[config.mk]
export PLATFORM = sky130hd
export DESIGN_NAME = imu_sample_decode_queue_core
export DESIGN_NICKNAME = d
export VERILOG_FILES = /design/src/design/imu_sdq_pkg.sv /design/src/design/imu_sdq_store.sv /design/src/design/imu_sdq_scaler.sv /design/src/design/imu_sample_decode_queue_core.sv
export SDC_FILE = /design/constraint.sdc
export NUM_CORES = 2
export LEC_CHECK = 0
export ABC_AREA = 1
export BUFFER_PORTS_ARGS = -buffer_cell sky130_fd_sc_hd__buf_2
export CELL_PAD_IN_SITES_DETAIL_PLACEMENT = 0
export CELL_PAD_IN_SITES_GLOBAL_PLACEMENT = 1
export CORE_ASPECT_RATIO = 1.5
export CORE_UTILIZATION = 25
export CTS_CLUSTER_DIAMETER = 120
export DETAILED_ROUTE_END_ITERATION = 10
export PLACE_DENSITY = 0.43
export SYNTH_ARGS = -nofsm -noshare
export SYNTH_HDL_FRONTEND = slang
export SYNTH_SLANG_ARGS = --single-unit
[constraint.sdc]
create_clock -name clk -period 27.5 [get_ports clk]
set_clock_uncertainty 0.2 [all_clocks]
set_input_delay 2.75 -clock clk [delete_from_list [all_inputs] [get_ports clk]]
set_output_delay 2.75 -clock clk [all_outputs]
set_load 0.05 [all_outputs]
[src/design/imu_sdq_pkg.sv]
// ----------------------------------------------------------------------------
// imu_sdq_pkg
// Shared types and constants of the inertial sample queue: ring geometry,
// the stored sample layout and the fixed-point scaling constants.
// ----------------------------------------------------------------------------
`default_nettype none

package imu_sdq_pkg;

  // Ring geometry: one slot stays empty, so the ring holds QUEUE_DEPTH-1 samples
  localparam int QUEUE_DEPTH = 16;
  localparam int IDX_W       = $clog2(QUEUE_DEPTH);

  // Item codes
  localparam logic MODE_PUSH = 1'b0;
  localparam logic MODE_POP  = 1'b1;

  // Field widths
  localparam int RAW_W   = 16;
  localparam int TIME_W  = 32;
  localparam int CNT_W   = 32;
  localparam int ACCEL_W = 20;
  localparam int FIX_W   = 26;

  // Acceleration: raw/4096 with 16 fractional bits is raw * 16
  localparam int ACCEL_SHIFT = 4;

  // Temperature: round(raw * 102400 / 207) + 25.0 in signed 10.16
  localparam int TEMP_NUM    = 102400;
  localparam int TEMP_DEN    = 207;
  localparam int TEMP_OFFSET = 1638400;

  // Rotation: round(raw * 131072 / 131)
  localparam int GYRO_NUM = 131072;
  localparam int GYRO_DEN = 131;

  // Shared multiplier geometry
  localparam int MUL_A_W     = 33;
  localparam int MUL_B_W     = 26;
  localparam int PROD_W      = MUL_A_W + MUL_B_W;
  localparam int RECIP_SHIFT = 33;

  // Reciprocals floor(2^33 / den); the estimate is low by at most one
  localparam logic [MUL_B_W-1:0] TEMP_RECIP =
    MUL_B_W'((64'd1 << RECIP_SHIFT) / TEMP_DEN);
  localparam logic [MUL_B_W-1:0] GYRO_RECIP =
    MUL_B_W'((64'd1 << RECIP_SHIFT) / GYRO_DEN);

  // Rounding bias (den-1)/2 for odd divisors
  localparam logic [MUL_A_W-1:0] TEMP_HALF = MUL_A_W'(TEMP_DEN / 2);
  localparam logic [MUL_A_W-1:0] GYRO_HALF = MUL_A_W'(GYRO_DEN / 2);

  // One stored sample
  typedef struct packed {
    logic [TIME_W-1:0]  time_us;
    logic [RAW_W-1:0]   temp;
    logic [3*RAW_W-1:0] accel;
    logic [3*RAW_W-1:0] gyro;
  } sample_t;

endpackage

`default_nettype wire

[src/design/imu_sdq_store.sv]
// ----------------------------------------------------------------------------
// imu_sdq_store
// Sample ring storage: one write port and one read port with registered
// read data.
// ----------------------------------------------------------------------------
`default_nettype none

module imu_sdq_store (
  input  wire logic                        clk,
  input  wire logic                        wr_en,
  input  wire logic [imu_sdq_pkg::IDX_W-1:0] wr_addr,
  input  wire imu_sdq_pkg::sample_t        wr_data,
  input  wire logic                        rd_en,
  input  wire logic [imu_sdq_pkg::IDX_W-1:0] rd_addr,
  output imu_sdq_pkg::sample_t             rd_data
);
  import imu_sdq_pkg::*;

  sample_t mem [QUEUE_DEPTH];

  // Write a new sample
  always_ff @(posedge clk) begin
    if (wr_en) begin
      mem[wr_addr] <= wr_data;
    end
  end

  // Read the oldest sample; data holds until the next read
  always_ff @(posedge clk) begin
    if (rd_en) begin
      rd_data <= mem[rd_addr];
    end
  end

endmodule

`default_nettype wire

[src/design/imu_sdq_scaler.sv]
// ----------------------------------------------------------------------------
// imu_sdq_scaler
// Converts the temperature word and three rotation words to signed 10.16 fixed
// point, one after another, on a single registered multiplier: raw * num,
// then a reciprocal estimate of the quotient, then a remainder check.
// ----------------------------------------------------------------------------
`default_nettype none

module imu_sdq_scaler (
  input  wire logic                                  clk,
  input  wire logic                                  rst,
  input  wire logic                                  start,
  input  wire logic [imu_sdq_pkg::RAW_W-1:0]         temp_raw,
  input  wire logic [3*imu_sdq_pkg::RAW_W-1:0]       gyro_raw,
  output logic                                       done,
  output logic signed [imu_sdq_pkg::FIX_W-1:0]       temp_fixed,
  output logic signed [2:0][imu_sdq_pkg::FIX_W-1:0]  gyro_fixed
);
  import imu_sdq_pkg::*;

  typedef enum logic [2:0] {
    SC_IDLE,
    SC_MUL_N,
    SC_MUL_R,
    SC_MUL_D,
    SC_FIX
  } sc_state_t;

  sc_state_t                 state;
  logic [1:0]                ch;
  logic [3:0][RAW_W-1:0]     raw_word;
  logic [PROD_W-1:0]         prod;
  logic [MUL_A_W-1:0]        p_reg;
  logic [MUL_B_W-1:0]        q0_reg;

  logic [RAW_W-1:0]          cur_raw;
  logic                      neg;
  logic [RAW_W-1:0]          mag;
  logic                      is_temp;
  logic [MUL_B_W-1:0]        k_num;
  logic [MUL_B_W-1:0]        k_recip;
  logic [MUL_A_W-1:0]        k_half;
  logic [MUL_A_W-1:0]        k_den;
  logic [MUL_A_W-1:0]        p_sum;
  logic [MUL_A_W-1:0]        rem;
  logic [MUL_B_W-1:0]        q_fin;
  logic [FIX_W-1:0]          s_val;
  logic [FIX_W-1:0]          res_val;
  logic [MUL_A_W-1:0]        mul_a;
  logic [MUL_B_W-1:0]        mul_b;

  // Select the current word and its constants
  always_comb begin
    cur_raw = raw_word[ch];
    neg     = cur_raw[RAW_W-1];
    mag     = neg ? RAW_W'(-cur_raw) : cur_raw;
    is_temp = (ch == 2'd0);
    k_num   = is_temp ? MUL_B_W'(TEMP_NUM) : MUL_B_W'(GYRO_NUM);
    k_recip = is_temp ? TEMP_RECIP : GYRO_RECIP;
    k_half  = is_temp ? TEMP_HALF : GYRO_HALF;
    k_den   = is_temp ? MUL_A_W'(TEMP_DEN) : MUL_A_W'(GYRO_DEN);
  end

  // Rounded dividend, remainder and corrected quotient
  always_comb begin
    p_sum   = prod[MUL_A_W-1:0] + k_half;
    rem     = p_reg - prod[MUL_A_W-1:0];
    q_fin   = q0_reg + MUL_B_W'(rem >= k_den);
    s_val   = neg ? FIX_W'(-q_fin) : FIX_W'(q_fin);
    res_val = is_temp ? (s_val + FIX_W'(TEMP_OFFSET)) : s_val;
  end

  // Steer the shared multiplier
  always_comb begin
    case (state)
      SC_MUL_N: begin
        mul_a = MUL_A_W'(mag);
        mul_b = k_num;
      end
      SC_MUL_R: begin
        mul_a = p_sum;
        mul_b = k_recip;
      end
      SC_MUL_D: begin
        mul_a = MUL_A_W'(prod[PROD_W-1:RECIP_SHIFT]);
        mul_b = MUL_B_W'(k_den);
      end
      default: begin
        mul_a = '0;
        mul_b = '0;
      end
    endcase
  end

  // Shared multiplier, product registered
  always_ff @(posedge clk) begin
    prod <= PROD_W'(mul_a) * PROD_W'(mul_b);
  end

  assign done = (state == SC_FIX) && (ch == 2'd3);

  // Sequencer
  always_ff @(posedge clk) begin
    if (rst) begin
      state <= SC_IDLE;
      ch    <= '0;
    end else begin
      case (state)
        SC_IDLE: begin
          if (start) begin
            raw_word <= {gyro_raw, temp_raw};
            ch       <= '0;
            state    <= SC_MUL_N;
          end
        end
        SC_MUL_N: begin
          state <= SC_MUL_R;
        end
        SC_MUL_R: begin
          p_reg <= p_sum;
          state <= SC_MUL_D;
        end
        SC_MUL_D: begin
          q0_reg <= prod[PROD_W-1:RECIP_SHIFT];
          state  <= SC_FIX;
        end
        SC_FIX: begin
          if (is_temp) begin
            temp_fixed <= res_val;
          end else begin
            gyro_fixed[ch - 2'd1] <= res_val;
          end
          if (ch == 2'd3) begin
            state <= SC_IDLE;
          end else begin
            ch    <= ch + 2'd1;
            state <= SC_MUL_N;
          end
        end
        default: begin
          state <= SC_IDLE;
        end
      endcase
    end
  end

endmodule

`default_nettype wire

[src/design/imu_sample_decode_queue_core.sv]
// ----------------------------------------------------------------------------
// imu_sample_decode_queue_core
// Queue of inertial sensor samples that drops the newest sample when full,
// with fixed-point conversion of each sample as it leaves.
// ----------------------------------------------------------------------------
// Usage:
//   Input channel (in_valid / in_stall): mode 0 pushes the sample on the
//   payload, mode 1 pops the oldest one. A push into a full ring (one slot
//   short of the depth) is refused and counted as an overrun.
//   Output channel (out_valid / out_stall): exactly one result per input
//   transfer, carrying popped/dropped flags, the scaled sample and both
//   running counters after that item.
//   Timing: a push or a pop of an empty ring passes through the emit state
//   before the next input transfer. A pop that returns a sample takes one
//   storage read, then four results (temperature and three rotation axes)
//   of four steps each on the one shared multiplier.
//   in_stall stays high from an input transfer until its result is loaded
//   into the output register; the next item is taken while that result
//   still waits. If the receiver stalls and the output register is full,
//   the finished result holds in the block and the input stays stalled.
//   Reset empties the ring and clears both counters; storage contents are
//   not cleared, and only written entries are ever read.
// ----------------------------------------------------------------------------
`default_nettype none

module imu_sample_decode_queue_core (
  input  wire logic                                 clk,
  input  wire logic                                 rst,
  input  wire logic                                 in_valid,
  output logic                                      in_stall,
  input  wire logic                                 mode,
  input  wire logic [31:0]                          time_us,
  input  wire logic signed [15:0]                   temp_raw,
  input  wire logic signed [15:0]                   accel_x_raw,
  input  wire logic signed [15:0]                   accel_y_raw,
  input  wire logic signed [15:0]                   accel_z_raw,
  input  wire logic signed [15:0]                   gyro_x_raw,
  input  wire logic signed [15:0]                   gyro_y_raw,
  input  wire logic signed [15:0]                   gyro_z_raw,
  output logic                                      out_valid,
  input  wire logic                                 out_stall,
  output logic                                      popped,
  output logic                                      dropped,
  output logic [31:0]                               sample_time,
  output logic signed [25:0]                        temp_c_fixed,
  output logic signed [19:0]                        accel_x_g,
  output logic signed [19:0]                        accel_y_g,
  output logic signed [19:0]                        accel_z_g,
  output logic signed [25:0]                        gyro_x_dps,
  output logic signed [25:0]                        gyro_y_dps,
  output logic signed [25:0]                        gyro_z_dps,
  output logic [31:0]                               stored_total,
  output logic [31:0]                               overrun_total
);
  import imu_sdq_pkg::*;

  typedef enum logic [1:0] {
    ST_IDLE,
    ST_READ,
    ST_SCALE,
    ST_EMIT
  } state_t;

  state_t                         state;
  logic [IDX_W-1:0]               wr_idx;
  logic [IDX_W-1:0]               rd_idx;
  logic [CNT_W-1:0]               accepted_count;
  logic [CNT_W-1:0]               overrun_count;
  logic                           res_popped;
  logic                           res_dropped;

  logic                           in_xfer;
  logic                           is_pop;
  logic [IDX_W-1:0]               wr_idx_next;
  logic [IDX_W-1:0]               rd_idx_next;
  logic                           full;
  logic                           empty;
  logic                           emit_ok;
  logic                           st_wr_en;
  logic                           st_rd_en;
  sample_t                        wr_sample;
  sample_t                        rd_sample;
  logic                           sc_done;
  logic signed [FIX_W-1:0]        sc_temp;
  logic signed [2:0][FIX_W-1:0]   sc_gyro;

  // Handshake and ring status
  always_comb begin
    in_stall    = (state != ST_IDLE);
    in_xfer     = in_valid && !in_stall;
    is_pop      = (mode == MODE_POP);
    wr_idx_next = (wr_idx == IDX_W'(QUEUE_DEPTH - 1)) ? '0 : wr_idx + 1'b1;
    rd_idx_next = (rd_idx == IDX_W'(QUEUE_DEPTH - 1)) ? '0 : rd_idx + 1'b1;
    full        = (wr_idx_next == rd_idx);
    empty       = (wr_idx == rd_idx);
    emit_ok     = !out_valid || !out_stall;
    st_wr_en    = in_xfer && !is_pop && !full;
    st_rd_en    = in_xfer && is_pop && !empty;
  end

  // Pack the pushed sample
  always_comb begin
    wr_sample.time_us = time_us;
    wr_sample.temp    = temp_raw;
    wr_sample.accel   = {accel_z_raw, accel_y_raw, accel_x_raw};
    wr_sample.gyro    = {gyro_z_raw, gyro_y_raw, gyro_x_raw};
  end

  imu_sdq_store u_store (
    .clk     (clk),
    .wr_en   (st_wr_en),
    .wr_addr (wr_idx),
    .wr_data (wr_sample),
    .rd_en   (st_rd_en),
    .rd_addr (rd_idx),
    .rd_data (rd_sample)
  );

  imu_sdq_scaler u_scaler (
    .clk        (clk),
    .rst        (rst),
    .start      (state == ST_READ),
    .temp_raw   (rd_sample.temp),
    .gyro_raw   (rd_sample.gyro),
    .done       (sc_done),
    .temp_fixed (sc_temp),
    .gyro_fixed (sc_gyro)
  );

  // Control sequence, ring indexes, counters and output register
  always_ff @(posedge clk) begin
    if (rst) begin
      state          <= ST_IDLE;
      wr_idx         <= '0;
      rd_idx         <= '0;
      accepted_count <= '0;
      overrun_count  <= '0;
      out_valid      <= 1'b0;
    end else begin
      // Drop the output once it has been transferred, unless a new one loads
      if (out_valid && !out_stall && (state != ST_EMIT)) begin
        out_valid <= 1'b0;
      end

      case (state)
        ST_IDLE: begin
          if (in_xfer) begin
            res_dropped <= !is_pop && full;
            res_popped  <= is_pop && !empty;
            if (!is_pop) begin
              state <= ST_EMIT;
              if (full) begin
                overrun_count <= overrun_count + 1'b1;
              end else begin
                wr_idx         <= wr_idx_next;
                accepted_count <= accepted_count + 1'b1;
              end
            end else if (!empty) begin
              rd_idx <= rd_idx_next;
              state  <= ST_READ;
            end else begin
              state <= ST_EMIT;
            end
          end
        end
        ST_READ: begin
          state <= ST_SCALE;
        end
        ST_SCALE: begin
          if (sc_done) begin
            state <= ST_EMIT;
          end
        end
        ST_EMIT: begin
          if (emit_ok) begin
            out_valid     <= 1'b1;
            popped        <= res_popped;
            dropped       <= res_dropped;
            stored_total  <= accepted_count;
            overrun_total <= overrun_count;
            if (res_popped) begin
              sample_time  <= rd_sample.time_us;
              temp_c_fixed <= sc_temp;
              accel_x_g    <= ACCEL_W'({rd_sample.accel[RAW_W-1:0],
                                        {ACCEL_SHIFT{1'b0}}});
              accel_y_g    <= ACCEL_W'({rd_sample.accel[2*RAW_W-1:RAW_W],
                                        {ACCEL_SHIFT{1'b0}}});
              accel_z_g    <= ACCEL_W'({rd_sample.accel[3*RAW_W-1:2*RAW_W],
                                        {ACCEL_SHIFT{1'b0}}});
              gyro_x_dps   <= sc_gyro[0];
              gyro_y_dps   <= sc_gyro[1];
              gyro_z_dps   <= sc_gyro[2];
            end else begin
              sample_time  <= '0;
              temp_c_fixed <= '0;
              accel_x_g    <= '0;
              accel_y_g    <= '0;
              accel_z_g    <= '0;
              gyro_x_dps   <= '0;
              gyro_y_dps   <= '0;
              gyro_z_dps   <= '0;
            end
            state <= ST_IDLE;
          end
        end
        default: begin
          state <= ST_IDLE;
        end
      endcase
    end
  end

endmodule

`default_nettype wire
# Word level (Yosys, flattened, before mapping)
# Memory sizes are Yosys's and may differ from the RTL's. A register that Yosys moved wholly into a read port is not among the register bits.
# Cells that the tools add are included.
# op_classes
n_addsub	12
n_mul	1
n_div	0
magnitude_cmp	4
eq_ne	18
shift	0
mux	33
n_bitwise	5
reduce_logical	35
# op_table
op	count
$pmux 33 s3	1
$bwmux 78	1
$mux 26	3
$pmux 26 s3	1
$add 32x1->32 const B	2
$mul 33x26->59	1
$demux 26 s2	1
$add 33x33->33	1
$ge 33x33->1	1
$sub 33x33->33	1
$bmux 16 s2	1
$mux 16	2
$add 26x1->26	1
$add 26x21->26 const B	1
$neg 26->26	1
$mux 25	1
$reduce_and 3->1	7
$mux 18	1
$neg 16->16	1
$pmux 3 s5	1
$mux 2	7
$reduce_and 4->1	3
$logic_and 1x1->1	11
$ne 2x2->1 const B	5
other kinds (27)	52
# totals
ff_bits	630
latch_bits	0
ram_bits	2304
mem_bits_ro	0
inputBits	149
output_inout_bits	264
elab_cells	145
memories	1
# mem_list
name	words	width	rd	rd_ports_with_merged_regs	write_ports	line_no	text
u_store.mem	16	144	1	1	1	imu_sdq_store.sv:19	sample_t mem [QUEUE_DEPTH];

# Longest topological paths before layout
# depth
depth_word	9
mapped_depth	51
depth_no_buf	48

# Cells and area by module
# A second synthesis with hierarchy kept.
# hier_totals
hier_cells	14445
hier_area_um2	152513.8
# by_module_without_submodules
mod	instances	cells_each	area_each_um2	seq_area_each_um2
imu_sdq_store	1	8758	99998.4	73510.5
imu_sdq_scaler	1	4223	38257.9	8097.8
imu_sample_decode_queue_core	1	1464	14257.4	9068.7

# Worst setup path after synthesis
# OpenSTA, ideal clock, no wires.
# synth_timing
path_type	in2reg
start	in rst
end	reg accel_x_g[10] (enable)
setup_ns	0.869
arrival_ns	13.335
t_required_ns	26.431
slack_ns	13.096
path_stages	2
path_buffers	1
path_cell_list	clkbuf_1 > nor2_1
# synth_via
elab_chain_cells	2
# synth_lines
element	line_no	text
from (decl)	imu_sample_decode_queue_core.sv:28	input wire logic rst,
$not 1->1 (no line)	n/a	
$reduce_and 3->1 (no line)	n/a	
to (signal assigned)	imu_sample_decode_queue_core.sv:184	accel_x_g <= ACCEL_W'({rd_sample.accel[RAW_W-1:0],
to (decl)	imu_sample_decode_queue_core.sv:46	output logic signed [19:0] accel_x_g,
# No other way between the ends.
# A chain may end at the register's enable or synchronous reset.

# Worst setup path after layout
# layout_timing
start	reg u_scaler.ch[1]
end	reg u_scaler.prod[46]
# layout_via
elab_chain_cells	6
# layout_lines
element	line_no	text
from (decl)	imu_sdq_scaler.sv:30	logic [1:0] ch;
from (signal assigned)	imu_sdq_scaler.sv:136	ch <= ch + 2'd1;
$bmux 16 s2	imu_sdq_scaler.sv:54	cur_raw = raw_word[ch];
$mux 16 (implied by the code)	imu_sdq_scaler.sv:54	
$neg 16->16	imu_sdq_scaler.sv:56	mag = neg ? RAW_W'(-cur_raw) : cur_raw;
$mux 16	imu_sdq_scaler.sv:56	
$pmux 33 s3	imu_sdq_scaler.sv:75	case (state)
$mul 33x26->59 *	imu_sdq_scaler.sv:97	prod <= PROD_W'(mul_a) * PROD_W'(mul_b);
to (signal assigned)	imu_sdq_scaler.sv:97	
to (decl)	imu_sdq_scaler.sv:32	logic [PROD_W-1:0] prod;
# Every way passes the cells marked *; elsewhere a longest branch is shown, timed or not. The select of a mux whose other input is x is not followed.

==> out/summary.txt <==
status: finished, final reports clean
CTS buffer count: 331
post-DP HPWL: 335000 µm
WS Path Type: flop to flop
Yosys reg bits: 3066
share of cells above drive strength 1: 9.57%
# resized after CTS: 0
post-route cell area: 166000 µm²
Initial Util: 25.1%
placed standard-cell area: 156000 µm²
drt drc: 0
Synth cell types: 63
CP Capture Type: flop
multi-input logic area: 46400 µm²
initial drt markers: 5506
gr ovfl total: 0
worst-margin pin slew: 1.14 ns
Crit Path Max Fanout: 21
post-place setup slack: 16.66 ns
Final setup viols: 0
clk_lat worst skew: 0.99 ns
leakage power: 60.7 nW
minimum clock period: 10.90 ns
worst min path class: flop to flop
chip height: 933 µm
Hold Vio Cnt, Final: 0
Tot GR Track Use: 17.2%
DR vias/cell: 4.57
Sink Count: 3066
Largest regs: u_store.mem (2304), u_store.rd_data (144), u_scaler.gyro_fixed (78)
final worst slack: 16.60 ns
CP Data Arrival Time: 11.55 ns
Util after Layout: 28.9%
CP max stage delay: 0.74 ns
Area Growth Syn to Fin: 15.3%
clk buf depth: 4
period utilisation layout: 39.6%
number of H-tree levels: 5
synth warn: 0
critical path data required time: 28.15 ns
Synth Area per Inst: 12.4 µm²
CTS tree: yes
initial antenna violation count: 101
die area: 581000 µm²
DRT Pass-1 Iters: 6
Core ar.: 575000 µm²
Final #Nets: 13.2k
Post-synth ARST share: 0%
number of global-route vias before repair: 97.2k
Max Slew Vio Count: 0
Peak Freq: 91.8 MHz
number of flops mapped to enable cells by yosys: 2927
slew margin rel.: 22.9%
Top reg by flops: u_store.mem
first-pass GRT wire length: 722000 µm
pin count of the biggest net entering global routing: 168
IO buf count: 400
hold buffers post-CTS: 0
Post-CTS Setup Repair Bufs: 0
max-cap violations: 0
Max stage delay cell, worst path: nor2_1
unrepaired setup endpoints after global routing: no
Cells after Synth: 11.7k
Startpoint Class: flop
Clock transition at path regs: 0.07 ns
Main synth FF type: edfxtp_1
area occupied by registers: 90700 µm²
wirelength, routed: 510000 µm
final setup TNS: 0 ns
Vias: 91.1k
final antenna-violating net count: 0
Avg WL per Cell: 25.6 µm
VDD IR max: 0.0000923 V
PwrDens: 91.7 nW/µm²
most frequent CP cell: inv_1
std cell rows: 341
Ports: 413
sequential area share after synthesis: 62.8%
Placer Congestion: 0.876
synthesized cell area: 144000 µm²
max reg flops: 2304
DIE WIDTH: 622 µm
root buffer cell: clkbuf_16
# fillers: 58.6k
-- path summary, 6_finish.rpt --
check | start | to | slack, ns | cells after the start
worst max-delay path | u_scaler.ch[1]$_SDFFE_PP0P_ | u_scaler.prod[46]$_DFF_P_ | 16.60 | 41
worst min-delay path | u_store.rd_data[105]$_DFFE_PP_ | u_scaler.raw_word[9]$_DFFE_PP_ | 0.21 | 0
worst max register to register | u_scaler.ch[1]$_SDFFE_PP0P_ | u_scaler.prod[46]$_DFF_P_ | 16.60 | 41
worst min register to register | u_store.rd_data[105]$_DFFE_PP_ | u_scaler.raw_word[9]$_DFFE_PP_ | 0.21 | 0
-- stage by stage --
step	cells	hold WS [ns]	total power, mW
floorplan	11700	0.200	8.95
global placement	19300	0.201	11.0
detailed placement	19300	0.205	11.0
CTS	19900	0.204	15.5
global route	19900	0.211	16.2
finish	19900	0.205	15.3
-- worst max-delay path, delay by kind of cell, from the launching register on --
family | cells | cell delay [ns]
compound gates | 10 | 2.45
xor+xnor | 2 | 0.36
fa+ha+maj | 10 | 4.02
buf+inv | 12 | 1.49
flops | 1 | 0.34
simple gates | 7 | 1.88
-- report_power, final --
| group | switching [mW] | leakage (nW) | internal, mW | total (mW) |
|---|---|---|---|---|
| clock network | 1.94 | 5.23 | 2.53 | 4.47 |
| registers | 0.145 | 27.6 | 5.43 | 5.57 |
| logic | 3.59 | 27.9 | 1.62 | 5.22 |
-- cell usage after synthesis, types with 5 or more instances --
cell      count  area [µm²]
edfxtp_1   2927       87900
nor2_1     1758        6600
inv_1      1461        5480
nand2_1    1203        4520
o21ai_0     720        3600
fa_1        641       12800
clkbuf_1    439        1650
ha_1        348        4350
o32ai_1     345        3020
nand3_1     341        1710
o221ai_1    232        2030
mux2i_1     231        2310
a21oi_1     216        1080
dfxtp_1     139        2780
xor2_1      108         946
o211ai_1     62         465
nor3_1       58         290
xnor2_1      52         455
nand4_1      46         288
buf_1        39         146
buf_2        36         180
a31oi_1      26         163
nand2_2      24         150
nor4_1       23         144
inv_2        19        71.3
buf_4        13        97.6
o21ai_1      12        60.1
o21bai_1     11        82.6
a21o_1       10        75.1
nor2_2       10        62.6
nor2_4        9         101
o21a_1        9        67.6
a211oi_1      8        60.1
a21boi_0      6        45.0
and2_1        6        37.5
nand3_2       5        50.1
or2_2         5        31.3
-- routing by layer --
metal | global-route usage (%) | wire length (µm) | vias up
li1 | - | - | 41300
met3 | 2.15 | 18300 | 753
met2 | 33.2 | 276000 | 1694
met1 | 19.4 | 197000 | 47300
met5 | 0 | 307 | -
met4 | 5.63 | 18300 | 48
-- layout by cell type (no fill, tap or decap), types with 19 or more instances in the layout --
cell       instances
xor2_1           108
o21ai_0          720
inv_2             19
nand2_2           24
a31oi_1           26
clkinv_1          74
nor4_1            23
ha_1             347
a21oi_1          215
xnor2_1           52
nor2_4            32
o211ai_1          62
nor2_1          1732
inv_1           1458
nand3_1          341
nand2_1         1203
buf_2            400
conb_1            43
mux2i_1          231
fa_1             641
o221ai_1         232
dfxtp_1          135
diode_2           31
o32ai_1          345
edfxtp_1        2927
buf_4            164
clkinv_2          63
clkbuf_1          65
nand4_1           46
bufinv_16         29
nor3_1            55
clkbuf_16        333
-- layout make-up --
cell class	instances	area share, %
repair buffers	579	2.12
diodes	31	0.0466
multi-input cells	6615	27.9
inverters	1484	3.36
clock buffers	403	5.19
well taps	7546	5.67
clock inverters	206	1.23
flip-flops and latches	3066	54.5
-- kinds of logic after synthesis --
group / Yosys count / synth area share, %
AND/OR/NAND/NOR: 3508 / 9.81
multiplexers: 231 / 1.60
other: 2 / 0.00520
flip-flops: 3066 / 62.8
buffers and inverters: 2011 / 5.29
AO/OA/AOI/OAI: 1684 / 7.62
XOR/XNOR: 160 / 0.971
adder cells (fa/ha/maj): 989 / 11.9
No activity file was read; power rests on OpenSTA's default activity.
